===== config.mk =====
export PLATFORM = sky130hd
export DESIGN_NAME = system_control_coprocessor_regs_top
export DESIGN_NICKNAME = d
export VERILOG_FILES = /design/src/rtl/scc_pkg.sv /design/src/rtl/system_control_coprocessor_regs_top.sv
export VERILOG_INCLUDE_DIRS = /design/src /design/src/rtl
export SDC_FILE = /design/constraint.sdc
export NUM_CORES = 1
export LEC_CHECK = 0
export BUFFER_PORTS_ARGS = -buffer_cell sky130_fd_sc_hd__clkbuf_2
export CORE_AREA = 2 2 278 280
export CTS_BUF_LIST = sky130_fd_sc_hd__clkbuf_16
export CTS_CLUSTER_DIAMETER = 80
export DETAILED_ROUTE_END_ITERATION = 6
export DIE_AREA = 0 0 280 282
export SYNTH_ARGS = -nofsm -noshare
export SYNTH_HDL_FRONTEND = slang
export SYNTH_SLANG_ARGS = --single-unit

===== constraint.sdc =====
create_clock -name clk -period 11.6 [get_ports clk]
set_input_delay 0.58 -clock clk [delete_from_list [all_inputs] [get_ports clk]]
set_output_delay 0.58 -clock clk [all_outputs]
set_load 0.02 [all_outputs]

===== src/rtl/system_control_coprocessor_regs_top_macros.svh =====
// Assertion macros for the system control coprocessor register block.
// Included by the top level; depends on nothing else.
`ifndef SYSTEM_CONTROL_COPROCESSOR_REGS_TOP_MACROS_SVH
`define SYSTEM_CONTROL_COPROCESSOR_REGS_TOP_MACROS_SVH

`define SCC_ASSERT_SAME(label, clk, rst, ante, cons) \
  label: assert property (@(posedge clk) disable iff (rst) (ante) |-> (cons)) \
    else $error("scc assertion failed");

`define SCC_ASSERT_NEXT(label, clk, rst, ante, cons) \
  label: assert property (@(posedge clk) disable iff (rst) (ante) |=> (cons)) \
    else $error("scc assertion failed");

`endif


===== src/rtl/scc_pkg.sv =====
// Package for the system control coprocessor register block: beat types, selector keys,
// register slots, operation and state codes, and the permission packing functions.
package scc_pkg;

  localparam int NUM_REGIONS = 8;

  typedef struct packed {
    logic        mode;
    logic [2:0]  opc1;
    logic [3:0]  crn;
    logic [3:0]  crm;
    logic [2:0]  opc2;
    logic [31:0] write_data;
  } req_beat_t;

  typedef struct packed {
    logic [31:0] read_data;
    logic        halt;
    logic        invalidate_valid;
    logic [31:0] invalidate_start;
    logic [31:0] invalidate_end;
    logic        has_side_effects;
  } rsp_beat_t;

  typedef logic [14:0] key_t;
  typedef logic [3:0]  slot_t;
  typedef logic [2:0]  cfg_index_t;

  localparam key_t KEY_MAIN_ID        = 15'h0000;
  localparam key_t KEY_CACHE_TYPE     = 15'h0001;
  localparam key_t KEY_TCM_SIZE       = 15'h0002;
  localparam key_t KEY_MAIN_ID_ALT_LO = 15'h0003;
  localparam key_t KEY_MAIN_ID_ALT_HI = 15'h0007;
  localparam key_t KEY_CONTROL        = 15'h0100;
  localparam key_t KEY_DCACHE_BITS    = 15'h0200;
  localparam key_t KEY_ICACHE_BITS    = 15'h0201;
  localparam key_t KEY_BUFFER_BITS    = 15'h0300;
  localparam key_t KEY_DPERM_LEGACY   = 15'h0500;
  localparam key_t KEY_IPERM_LEGACY   = 15'h0501;
  localparam key_t KEY_DPERM_EXT      = 15'h0502;
  localparam key_t KEY_IPERM_EXT      = 15'h0503;
  localparam key_t KEY_WFI            = 15'h0704;
  localparam key_t KEY_WFI_ALT        = 15'h0782;
  localparam key_t KEY_ICACHE_INV_ALL = 15'h0750;
  localparam key_t KEY_ICACHE_INV_LN  = 15'h0751;
  localparam key_t KEY_DTCM           = 15'h0910;
  localparam key_t KEY_ITCM           = 15'h0911;

  localparam logic [6:0] KEY_REGION_PREFIX = 7'h06;

  localparam slot_t SLOT_CONTROL = 4'd0;
  localparam slot_t SLOT_DCACHE  = 4'd1;
  localparam slot_t SLOT_ICACHE  = 4'd2;
  localparam slot_t SLOT_BUFFER  = 4'd3;
  localparam slot_t SLOT_DPERM   = 4'd4;
  localparam slot_t SLOT_IPERM   = 4'd5;
  localparam slot_t SLOT_REGION0 = 4'd6;
  localparam slot_t SLOT_DTCM    = 4'd14;
  localparam slot_t SLOT_ITCM    = 4'd15;

  localparam int NUM_SLOTS = 16;

  localparam cfg_index_t CFG_MAIN_ID     = 3'd0;
  localparam cfg_index_t CFG_CACHE_TYPE  = 3'd1;
  localparam cfg_index_t CFG_TCM_SIZE    = 3'd2;
  localparam cfg_index_t CFG_CTL_MASK    = 3'd3;
  localparam cfg_index_t CFG_CTL_ONES    = 3'd4;

  localparam logic [31:0] MAIN_ID_RESET  = 32'h40FF_F940;
  localparam logic [31:0] CTL_MASK_RESET = 32'h000F_F085;
  localparam logic [31:0] CTL_ONES_RESET = 32'h0000_0078;
  localparam logic [31:0] LINE_MASK      = 32'h0000_001F;
  localparam logic [31:0] ALL_ONES       = 32'hFFFF_FFFF;

  typedef enum logic [3:0] {
    OP_NONE,
    OP_RD_MAIN_ID,
    OP_RD_CACHE_TYPE,
    OP_RD_TCM_SIZE,
    OP_RD_CONTROL,
    OP_RD_RAW,
    OP_RD_PACK,
    OP_WR_CONTROL,
    OP_WR_BYTE,
    OP_WR_SPREAD,
    OP_WR_RAW,
    OP_HALT,
    OP_INV_ALL,
    OP_INV_LINE
  } op_t;

  typedef enum logic {
    ST_IDLE,
    ST_ACCESS
  } state_t;

  function automatic logic [15:0] pack_perm(logic [31:0] w);
    logic [15:0] r;
    r = '0;
    for (int i = 0; i < 8; i++) begin
      r[2*i +: 2] = w[4*i +: 2];
    end
    return r;
  endfunction

  function automatic logic [31:0] spread_perm(logic [15:0] v);
    logic [31:0] r;
    r = '0;
    for (int i = 0; i < 8; i++) begin
      r[4*i +: 2] = v[2*i +: 2];
    end
    return r;
  endfunction

endpackage


===== src/rtl/system_control_coprocessor_regs_top.sv =====
// Top level of the system control coprocessor register block.
// Depends on scc_pkg and on system_control_coprocessor_regs_top_macros.svh.
//
// The request channel (req_valid, req_stall, req) carries one coprocessor access per beat:
// a read or write of the register selected by opc1, crn, crm and opc2. The response channel
// (rsp_valid, rsp_stall, rsp) returns exactly one beat per access, in order. The cfg port
// (cfg_valid, cfg_ready, cfg_index, cfg_data) sets the identification values and the
// control-register mask and fixed ones; it is always ready.
// The stored registers live in a 16-entry memory with a registered read port. An accepted
// access reads its entry at the accept edge. Once the response register is free, the result
// is formed, the entry is written back and the response register is loaded in the same
// cycle. Between acceptance and that write-back req_stall is high, so one access at a time
// goes through the read and write-back of the memory.
// Reset clears the entry valid bits, so every entry reads as its reset value until written,
// and restores the configuration values. While the receiver stalls, the finished response is
// held; one more access may be accepted and waits in its write-back cycle until the response
// register frees, with req_stall high.
`include "system_control_coprocessor_regs_top_macros.svh"

module system_control_coprocessor_regs_top (
  input  logic               clk,
  input  logic               rst,
  input  logic               req_valid,
  output logic               req_stall,
  input  scc_pkg::req_beat_t req,
  output logic               rsp_valid,
  input  logic               rsp_stall,
  output scc_pkg::rsp_beat_t rsp,
  input  logic               cfg_valid,
  output logic               cfg_ready,
  input  scc_pkg::cfg_index_t cfg_index,
  input  logic [31:0]        cfg_data
);

  scc_pkg::state_t state;
  scc_pkg::state_t state_next;

  logic [31:0] main_id;
  logic [31:0] cache_type;
  logic [31:0] tcm_size;
  logic [31:0] ctl_mask;
  logic [31:0] ctl_ones;

  logic [31:0] mem [scc_pkg::NUM_SLOTS];
  logic [scc_pkg::NUM_SLOTS-1:0] slot_valid;
  logic [31:0] mem_q;
  logic        mem_hit;

  scc_pkg::key_t  req_key;
  logic           region_hit;
  scc_pkg::op_t   dec_op;
  scc_pkg::slot_t dec_slot;
  logic           req_accept;

  scc_pkg::op_t   op;
  scc_pkg::slot_t slot;
  logic [31:0]    wdata;

  logic               finish;
  logic [31:0]        old_value;
  logic               mem_we;
  logic [31:0]        mem_wdata;
  scc_pkg::rsp_beat_t rsp_next;

  assign cfg_ready  = 1'b1;
  assign req_key    = {req.opc1, req.crn, req.crm, 1'b0, req.opc2};
  assign req_accept = req_valid && !req_stall;
  assign region_hit = (req_key[14:8] == scc_pkg::KEY_REGION_PREFIX) && (req.opc2[2:1] == 2'b00)
                      && ({1'b0, req.crm} < 5'(scc_pkg::NUM_REGIONS));

  always_comb begin
    dec_op   = scc_pkg::OP_NONE;
    dec_slot = scc_pkg::SLOT_CONTROL;
    if (!req.mode) begin
      case (req_key) inside
        scc_pkg::KEY_MAIN_ID,
        [scc_pkg::KEY_MAIN_ID_ALT_LO:scc_pkg::KEY_MAIN_ID_ALT_HI]: begin
          dec_op = scc_pkg::OP_RD_MAIN_ID;
        end
        scc_pkg::KEY_CACHE_TYPE: dec_op = scc_pkg::OP_RD_CACHE_TYPE;
        scc_pkg::KEY_TCM_SIZE:   dec_op = scc_pkg::OP_RD_TCM_SIZE;
        scc_pkg::KEY_CONTROL:    dec_op = scc_pkg::OP_RD_CONTROL;
        scc_pkg::KEY_DCACHE_BITS: begin
          dec_op = scc_pkg::OP_RD_RAW; dec_slot = scc_pkg::SLOT_DCACHE;
        end
        scc_pkg::KEY_ICACHE_BITS: begin
          dec_op = scc_pkg::OP_RD_RAW; dec_slot = scc_pkg::SLOT_ICACHE;
        end
        scc_pkg::KEY_BUFFER_BITS: begin
          dec_op = scc_pkg::OP_RD_RAW; dec_slot = scc_pkg::SLOT_BUFFER;
        end
        scc_pkg::KEY_DPERM_LEGACY: begin
          dec_op = scc_pkg::OP_RD_PACK; dec_slot = scc_pkg::SLOT_DPERM;
        end
        scc_pkg::KEY_IPERM_LEGACY: begin
          dec_op = scc_pkg::OP_RD_PACK; dec_slot = scc_pkg::SLOT_IPERM;
        end
        scc_pkg::KEY_DPERM_EXT: begin
          dec_op = scc_pkg::OP_RD_RAW; dec_slot = scc_pkg::SLOT_DPERM;
        end
        scc_pkg::KEY_IPERM_EXT: begin
          dec_op = scc_pkg::OP_RD_RAW; dec_slot = scc_pkg::SLOT_IPERM;
        end
        scc_pkg::KEY_DTCM: begin
          dec_op = scc_pkg::OP_RD_RAW; dec_slot = scc_pkg::SLOT_DTCM;
        end
        scc_pkg::KEY_ITCM: begin
          dec_op = scc_pkg::OP_RD_RAW; dec_slot = scc_pkg::SLOT_ITCM;
        end
        default: begin
          if (region_hit) begin
            dec_op   = scc_pkg::OP_RD_RAW;
            dec_slot = scc_pkg::SLOT_REGION0 + {1'b0, req.crm[2:0]};
          end
        end
      endcase
    end else begin
      case (req_key) inside
        scc_pkg::KEY_CONTROL: dec_op = scc_pkg::OP_WR_CONTROL;
        scc_pkg::KEY_DCACHE_BITS: begin
          dec_op = scc_pkg::OP_WR_BYTE; dec_slot = scc_pkg::SLOT_DCACHE;
        end
        scc_pkg::KEY_ICACHE_BITS: begin
          dec_op = scc_pkg::OP_WR_BYTE; dec_slot = scc_pkg::SLOT_ICACHE;
        end
        scc_pkg::KEY_BUFFER_BITS: begin
          dec_op = scc_pkg::OP_WR_BYTE; dec_slot = scc_pkg::SLOT_BUFFER;
        end
        scc_pkg::KEY_DPERM_LEGACY: begin
          dec_op = scc_pkg::OP_WR_SPREAD; dec_slot = scc_pkg::SLOT_DPERM;
        end
        scc_pkg::KEY_IPERM_LEGACY: begin
          dec_op = scc_pkg::OP_WR_SPREAD; dec_slot = scc_pkg::SLOT_IPERM;
        end
        scc_pkg::KEY_DPERM_EXT: begin
          dec_op = scc_pkg::OP_WR_RAW; dec_slot = scc_pkg::SLOT_DPERM;
        end
        scc_pkg::KEY_IPERM_EXT: begin
          dec_op = scc_pkg::OP_WR_RAW; dec_slot = scc_pkg::SLOT_IPERM;
        end
        scc_pkg::KEY_DTCM: begin
          dec_op = scc_pkg::OP_WR_RAW; dec_slot = scc_pkg::SLOT_DTCM;
        end
        scc_pkg::KEY_ITCM: begin
          dec_op = scc_pkg::OP_WR_RAW; dec_slot = scc_pkg::SLOT_ITCM;
        end
        scc_pkg::KEY_WFI, scc_pkg::KEY_WFI_ALT: dec_op = scc_pkg::OP_HALT;
        scc_pkg::KEY_ICACHE_INV_ALL: dec_op = scc_pkg::OP_INV_ALL;
        scc_pkg::KEY_ICACHE_INV_LN:  dec_op = scc_pkg::OP_INV_LINE;
        default: begin
          if (region_hit) begin
            dec_op   = scc_pkg::OP_WR_RAW;
            dec_slot = scc_pkg::SLOT_REGION0 + {1'b0, req.crm[2:0]};
          end
        end
      endcase
    end
  end

  always_ff @(posedge clk) begin
    if (rst) begin
      main_id    <= scc_pkg::MAIN_ID_RESET;
      cache_type <= '0;
      tcm_size   <= '0;
      ctl_mask   <= scc_pkg::CTL_MASK_RESET;
      ctl_ones   <= scc_pkg::CTL_ONES_RESET;
    end else if (cfg_valid && cfg_ready) begin
      case (cfg_index)
        scc_pkg::CFG_MAIN_ID:    main_id    <= cfg_data;
        scc_pkg::CFG_CACHE_TYPE: cache_type <= cfg_data;
        scc_pkg::CFG_TCM_SIZE:   tcm_size   <= cfg_data;
        scc_pkg::CFG_CTL_MASK:   ctl_mask   <= cfg_data;
        scc_pkg::CFG_CTL_ONES:   ctl_ones   <= cfg_data;
        default: begin
        end
      endcase
    end
  end

  always_ff @(posedge clk) begin
    if (req_accept) begin
      op      <= dec_op;
      slot    <= dec_slot;
      wdata   <= req.write_data;
      mem_q   <= mem[dec_slot];
      mem_hit <= slot_valid[dec_slot];
    end
    if (mem_we) begin
      mem[slot] <= mem_wdata;
    end
  end

  always_ff @(posedge clk) begin
    if (rst) begin
      slot_valid <= '0;
    end else if (mem_we) begin
      slot_valid[slot] <= 1'b1;
    end
  end

  always_ff @(posedge clk) begin
    if (rst) begin
      state <= scc_pkg::ST_IDLE;
    end else begin
      state <= state_next;
    end
  end

  always_comb begin
    state_next = state;
    req_stall  = 1'b1;
    finish     = 1'b0;
    case (state)
      scc_pkg::ST_IDLE: begin
        req_stall = 1'b0;
        if (req_valid) begin
          state_next = scc_pkg::ST_ACCESS;
        end
      end
      scc_pkg::ST_ACCESS: begin
        if (!rsp_valid || !rsp_stall) begin
          finish     = 1'b1;
          state_next = scc_pkg::ST_IDLE;
        end
      end
      default: state_next = scc_pkg::ST_IDLE;
    endcase
  end

  always_comb begin
    old_value = mem_hit ? mem_q
              : ((slot == scc_pkg::SLOT_CONTROL) ? scc_pkg::CTL_ONES_RESET : '0);
    mem_we    = 1'b0;
    mem_wdata = wdata;
    rsp_next  = '0;
    case (op)
      scc_pkg::OP_RD_MAIN_ID:    rsp_next.read_data = main_id;
      scc_pkg::OP_RD_CACHE_TYPE: rsp_next.read_data = cache_type;
      scc_pkg::OP_RD_TCM_SIZE:   rsp_next.read_data = tcm_size;
      scc_pkg::OP_RD_CONTROL:    rsp_next.read_data = old_value | ctl_ones;
      scc_pkg::OP_RD_RAW:        rsp_next.read_data = old_value;
      scc_pkg::OP_RD_PACK:       rsp_next.read_data = {16'b0, scc_pkg::pack_perm(old_value)};
      scc_pkg::OP_WR_CONTROL: begin
        mem_we    = finish;
        mem_wdata = (old_value & ~ctl_mask) | (wdata & ctl_mask) | ctl_ones;
      end
      scc_pkg::OP_WR_BYTE: begin
        mem_we    = finish;
        mem_wdata = {24'b0, wdata[7:0]};
      end
      scc_pkg::OP_WR_SPREAD: begin
        mem_we    = finish;
        mem_wdata = scc_pkg::spread_perm(wdata[15:0]);
      end
      scc_pkg::OP_WR_RAW: mem_we = finish;
      scc_pkg::OP_HALT: begin
        rsp_next.halt             = 1'b1;
        rsp_next.has_side_effects = 1'b1;
      end
      scc_pkg::OP_INV_ALL: begin
        rsp_next.invalidate_valid = 1'b1;
        rsp_next.invalidate_end   = scc_pkg::ALL_ONES;
        rsp_next.has_side_effects = 1'b1;
      end
      scc_pkg::OP_INV_LINE: begin
        rsp_next.invalidate_valid = 1'b1;
        rsp_next.invalidate_start = wdata & ~scc_pkg::LINE_MASK;
        rsp_next.invalidate_end   = wdata | scc_pkg::LINE_MASK;
        rsp_next.has_side_effects = 1'b1;
      end
      default: begin
      end
    endcase
  end

  always_ff @(posedge clk) begin
    if (rst) begin
      rsp_valid <= 1'b0;
    end else if (finish) begin
      rsp_valid <= 1'b1;
    end else if (!rsp_stall) begin
      rsp_valid <= 1'b0;
    end
  end

  always_ff @(posedge clk) begin
    if (finish) begin
      rsp <= rsp_next;
    end
  end

  `SCC_ASSERT_SAME(a_halt_has_side_effects, clk, rst, rsp_valid && rsp.halt, rsp.has_side_effects)
  `SCC_ASSERT_SAME(a_inv_reads_zero, clk, rst, rsp_valid && rsp.invalidate_valid, rsp.read_data == '0)
  `SCC_ASSERT_NEXT(a_one_access_at_a_time, clk, rst, req_accept, req_stall)
  `SCC_ASSERT_SAME(a_no_read_during_writeback, clk, rst, mem_we, !req_accept)

endmodule


Word level (Yosys, flattened, before mapping) --
Memories as Yosys holds them, arrays and structs flattened. A register that Yosys moved wholly into a read port is not among the register bits. Cells that the tools add are included.
Word-level totals: bits in registers 318, RAM bits 512, memories kept 1
Operators by class: $add $sub $neg 1, reductions and logical operators 22, order comparisons 6, bitwise logic cells 8, muxes and demuxes 80, equal/unequal tests 35
Memory list:
- mem | words 16, bits a word 32, read ports 1, clocked after Yosys merged registers in 1, wr ports 1, line system_control_coprocessor_regs_top.sv:44 | logic [31:0] mem [scc_pkg::NUM_SLOTS];
Operators with widths (number):
- two-way mux 4 bit | 56
- case mux 32 bit (6 select lines) | 1
- equality test 14 x 10 -> 1 bit, second input constant | 8
- bitwise OR 32 bit | 3
- case mux 32 bit (3 select lines) | 1
- AND 32 bit | 2
- case mux 32 bit (2 select lines) | 1
- equality test 14 x 9 -> 1 bit, second input constant | 3
- two-way mux 32 bit | 1
- NOT 32 bit | 1
- equality test 14 x 11 -> 1 bit, second input constant | 2
- equality test 4 bit, second input constant | 6
- equality test 4 x 3 -> 1 bit, second input constant | 4
- bitwise OR 16 bit | 1
- >= comparator 15 x 2 -> 1 bit, second input constant | 1
- <= comparator 15 x 3 -> 1 bit, second input constant | 1
- logical NOT 15 bit | 1
- two-way mux 1 bit | 15
- equality test 14 x 1 -> 1 bit, second input constant | 1
- equality test 14 x 2 -> 1 bit, second input constant | 1
- equality test 14 x 8 -> 1 bit, second input constant | 1
- < comparator 4 x 5 -> 1 bit, second input constant | 2
- AND reduction 2 bit | 5
- equality test 4 x 2 -> 1 bit, second input constant | 2
- other kinds (24) | 32

Logic depth before layout (Yosys ltp) --
word-level depth 20, gate-level depth with buffers 12, mapped depth without buffers 10

Worst setup path after synthesis --
OpenSTA, ideal clock, no wires.
path type input-to-reg, from input rsp_stall, to memory mem[7][0] (enable), library setup time 423 ps, cell stages on the path 4, path buffers 0, slack 1864 ps, required time 11177 ps, arrival time 9314 ps, cells stage by stage a21boi_0 > o21a_1 > nand3_1 > nor2_1
Between the ends: cells in the longest elaborated chain, start to end 7
Ends and longest elaborated chain:
- start: declaration | line system_control_coprocessor_regs_top.sv:27 | input logic rsp_stall,
- logical NOT 1 bit
- logical OR 1 bit | line system_control_coprocessor_regs_top.sv:221 | if (!rsp_valid || !rsp_stall) begin
- two-way mux 1 bit | line system_control_coprocessor_regs_top.sv:221
- two-way mux 1 bit | line system_control_coprocessor_regs_top.sv:213 | case (state)
- two-way mux 1 bit | line system_control_coprocessor_regs_top.sv:236 | case (op)
- two-way mux 1 bit | line system_control_coprocessor_regs_top.sv:188 | if (mem_we) begin
- two-way mux 1 bit (implied by the code) | line system_control_coprocessor_regs_top.sv:189 | mem[slot] <= mem_wdata;
- end: declaration | line system_control_coprocessor_regs_top.sv:44
Every way passes these cells.

Worst setup path in the final report --
from input req[33] (netlist bit), to register mem_q[9] (read register of mem), data pin
Between the ends: cells in the longest elaborated chain, start to end 18, elaborated cells on any way between the ends 53
Ends and longest elaborated chain:
- start: declaration | line system_control_coprocessor_regs_top.sv:25 | input scc_pkg::req_beat_t req,
- logical NOT 2 bit | line system_control_coprocessor_regs_top.sv:68 | assign region_hit = (req_key[14:8] == scc_pkg::KEY_REGION_PREFIX) && (req.opc2[2:1] == 2'b00)
- logical AND 1 bit | line system_control_coprocessor_regs_top.sv:68
- logical AND 1 bit | line system_control_coprocessor_regs_top.sv:69 | && ({1'b0, req.crm} < 5'(scc_pkg::NUM_REGIONS));
- two-way mux 4 bit | line system_control_coprocessor_regs_top.sv:111, system_control_coprocessor_regs_top.sv:151
- two-way mux 4 bit, on equally long branches (13 in a row) | line system_control_coprocessor_regs_top.sv:75, system_control_coprocessor_regs_top.sv:118
- two-way mux 4 bit * | line system_control_coprocessor_regs_top.sv:74 | if (!req.mode) begin
- end: declaration | line system_control_coprocessor_regs_top.sv:46 | logic [31:0] mem_q;
Mark *: on every way between the ends. The rest lies on a longest branch, timed or not. A chain may end at the register's enable or synchronous reset.

==> metrics.cfg <==
[placed_design]
io_buffers=182
post-place-ws_ns=5.867
dp_hpwl_mm=55.40
place_congestion=0.8371

[global_route]
grtUsageTotal_pct=23.23
grt_pass1_wl_mm=137.7
grt_antenna_before_repair=0
grt_pass1_vias=21790
grt_max_degree=99
grt.overflow.total=0

[setup_path]
critPathCaptureType=flip-flop
worstPathArrival_ns=5.44
crit_type=input port to flip-flop
cp_data_required_time_ns=11.95
cp-start-kind=input port
path_max_fanout=58

[detailed_routing]
final_antenna_net_count=0
drt_first_pass_iters=6
routed_wl_mm=93.00
drc_errors=0
vias=22300
wl_per_cell_um=24.02
drtIter0Drc=2360
via_per_inst=5.760

[final_layout]
drive_above_1_share_pct=16.38
area_delta_synth_final_pct=13.52
fill_cells=6358
finalNetCount=2913

[timing]
rsz0062_at_grt=no
setup_viol=0
slew_headroom_pct=10.85
worst_pin_slew_ns=1.328
skew_ns=0.02433
slew_viol_final=0
hold_viol_final=0
fin_ws_ns=6.511
finalCriticalPeriod_ns=5.089
fmax_mhz=196.5
finalSetupTns_ns=0
fin_hold_ws_ns=0.1076
fin_crit_sh_pct=43.87

[clocking]
cts_max_level=3
tritoncts=yes
cts_root_buf=clkbuf_16
cts_resized=0
clk_pin_slew_ns=0.06
clk_path_buf_depth=3
cts_sinks=852
numCtsBuffers=87
clkLatencyLatePin_ns=0.64
cts_setup_buffers=0
cts_hold_buffers=0

[floorplanning]
die_h_um=282
floorplan.initialDensity_pct=44.84
core_area_mm2=0.07570
fp.dieW_um=280
die-area_mm2=0.07896
row_count=101
ioPinCount=189

[synth]
synth_edf_count=674
synthCells=2662
ys_types=67
yosys_warnings=0
yosys.area.top_type=edfxtp_1
synthArstFlopShare_pct=0
netlist_area_mm2=0.03394
syn_avg_cell_area_um2=12.75
yosys_most_used_dff=edfxtp_1
seq_area_frac_synth_pct=70.13
synth_top_area_share_pct=59.64
ys_ff_latch=852
synth_area_leaders=edfxtp_1 (60%), dfxtp_1 (10%), nand2_1 (6.6%)

[hold_path]
hp-class=input port to flip-flop

[power]
p_leak_nw=13.71
peakVddDrop_mv=0.09889
powerDensity_mw_per_mm2=164.7

[run]
maxCapViolCount=0

[status]
status=finished, final reports clean

## Yosys cell counts, types with 12 or more instances
cell type and number:
nand3_1 14, buf_4 13, nand3b_1 36, o21ai_0 117, nand2_1 598, a22oi_1 76, a221oi_1 33, nor2_1 94
o211ai_1 49, nand4_1 12, buf_2 17, mux2i_1 99, clkbuf_1 120, a222oi_1 39, dfxtp_1 178, o22ai_1 34
a21oi_1 171, inv_1 88, mux2_2 68, edfxtp_1 674
## worst paths after layout
path,startpoint,endpoint,slack [ns],depth (start not counted)
worst min-delay path,req[9],wdata[9],0.11,1
worst min register to register,cache_type[5],cache_type[5],0.45,2
worst max-delay path,req[33],mem_q[9],6.51,9
worst max register to register,op[0],mem[1][19],8.30,6
## area by class of cell
cell class              count  area (um2)  area share (%)
clock buffers              89        2227           5.781
well taps                 978        1224           3.176
multi-input cells        1547        9086           23.58
repair buffers            246        1398           3.628
diodes                      1       2.502        0.006495
clock inverters            70       450.4           1.169
flip-flops and latches    852       23800           61.78
inverters                  89       335.3          0.8704
## per-stage QoR
step                      instances  instance area (um2)  util, %  total power, W
after global placement         3710                35830    47.33        0.003752
after detailed placement       3710                35830    47.33        0.003762
after floorplan                2666                33950        -        0.003625
after CTS                      3869                38500    50.87        0.006385
after global routing           3871                38520    50.89        0.006528
final                          3872                38530    50.90        0.006345
## sequential cells by signal, summed over array words and instances (netlist names)
name,cells
cache_type,32
ctl_mask,32
ctl_ones,32
main_id,32
mem,512
mem_hit,1
mem_q,32
op,4
rsp,89
rsp_valid,1
slot,4
slot_valid,16
state,1
tcm_size,32
wdata,32
## metal layers
layer,wire [um],vias to the layer above,global-route usage [%]
li1,-,10070,-
met1,39590,11120,32.23
met2,44740,989,38.36
met3,6552,127,3.232
met4,2121,0,6.541
met5,0,-,0
## placed cells by master (no fill, tap or decap), drive strengths merged, types with 3 or more instances in the layout
cell type,n
a21oi,171
o22ai,34
a32oi,3
edfxtp,674
a22oi,76
a221oi,34
and2,5
clkinv,31
ha,3
nand3b,36
mux2,68
nor2b,9
o21ai,118
o21a,3
nor3,9
mux2i,99
nor2,95
a22o,3
nor4bb,4
or3,4
a222oi,39
nand4,12
nand2,598
a221o,6
dfxtp,178
nand3,14
bufinv,4
inv,123
clkbuf,270
or2,3
and3,3
buf,65
conb,6
nor4,4
nand2b,11
o211ai,52
xor2,3
## where the power goes
group	internal [W]	switching, W
combinational	0.0000712	0.000221
clock	0.00148	0.00116
sequential	0.00337	0.0000344
total	0.00493	0.00142
## critical path, cell delays in order
cell,delay [ns]
clkbuf_2,0.25
or4_1,0.67
or3_1,0.52
o211ai_4,0.73
buf_4,0.80
buf_4,0.85
mux2_2,0.42
a221oi_1,0.33
o211ai_1,0.16
## logic make-up after synthesis
group,after synthesis,share of synthesized area (%)
buf+inv,267,3.705
fa+ha+maj,3,0.1106
mux,167,5.176
flops,852,70.13
xor+xnor,3,0.07743
simple gates,815,10.11
compound gates,553,10.67
other cells,2,0.02213
No activity file was read; power rests on OpenSTA's default activity.
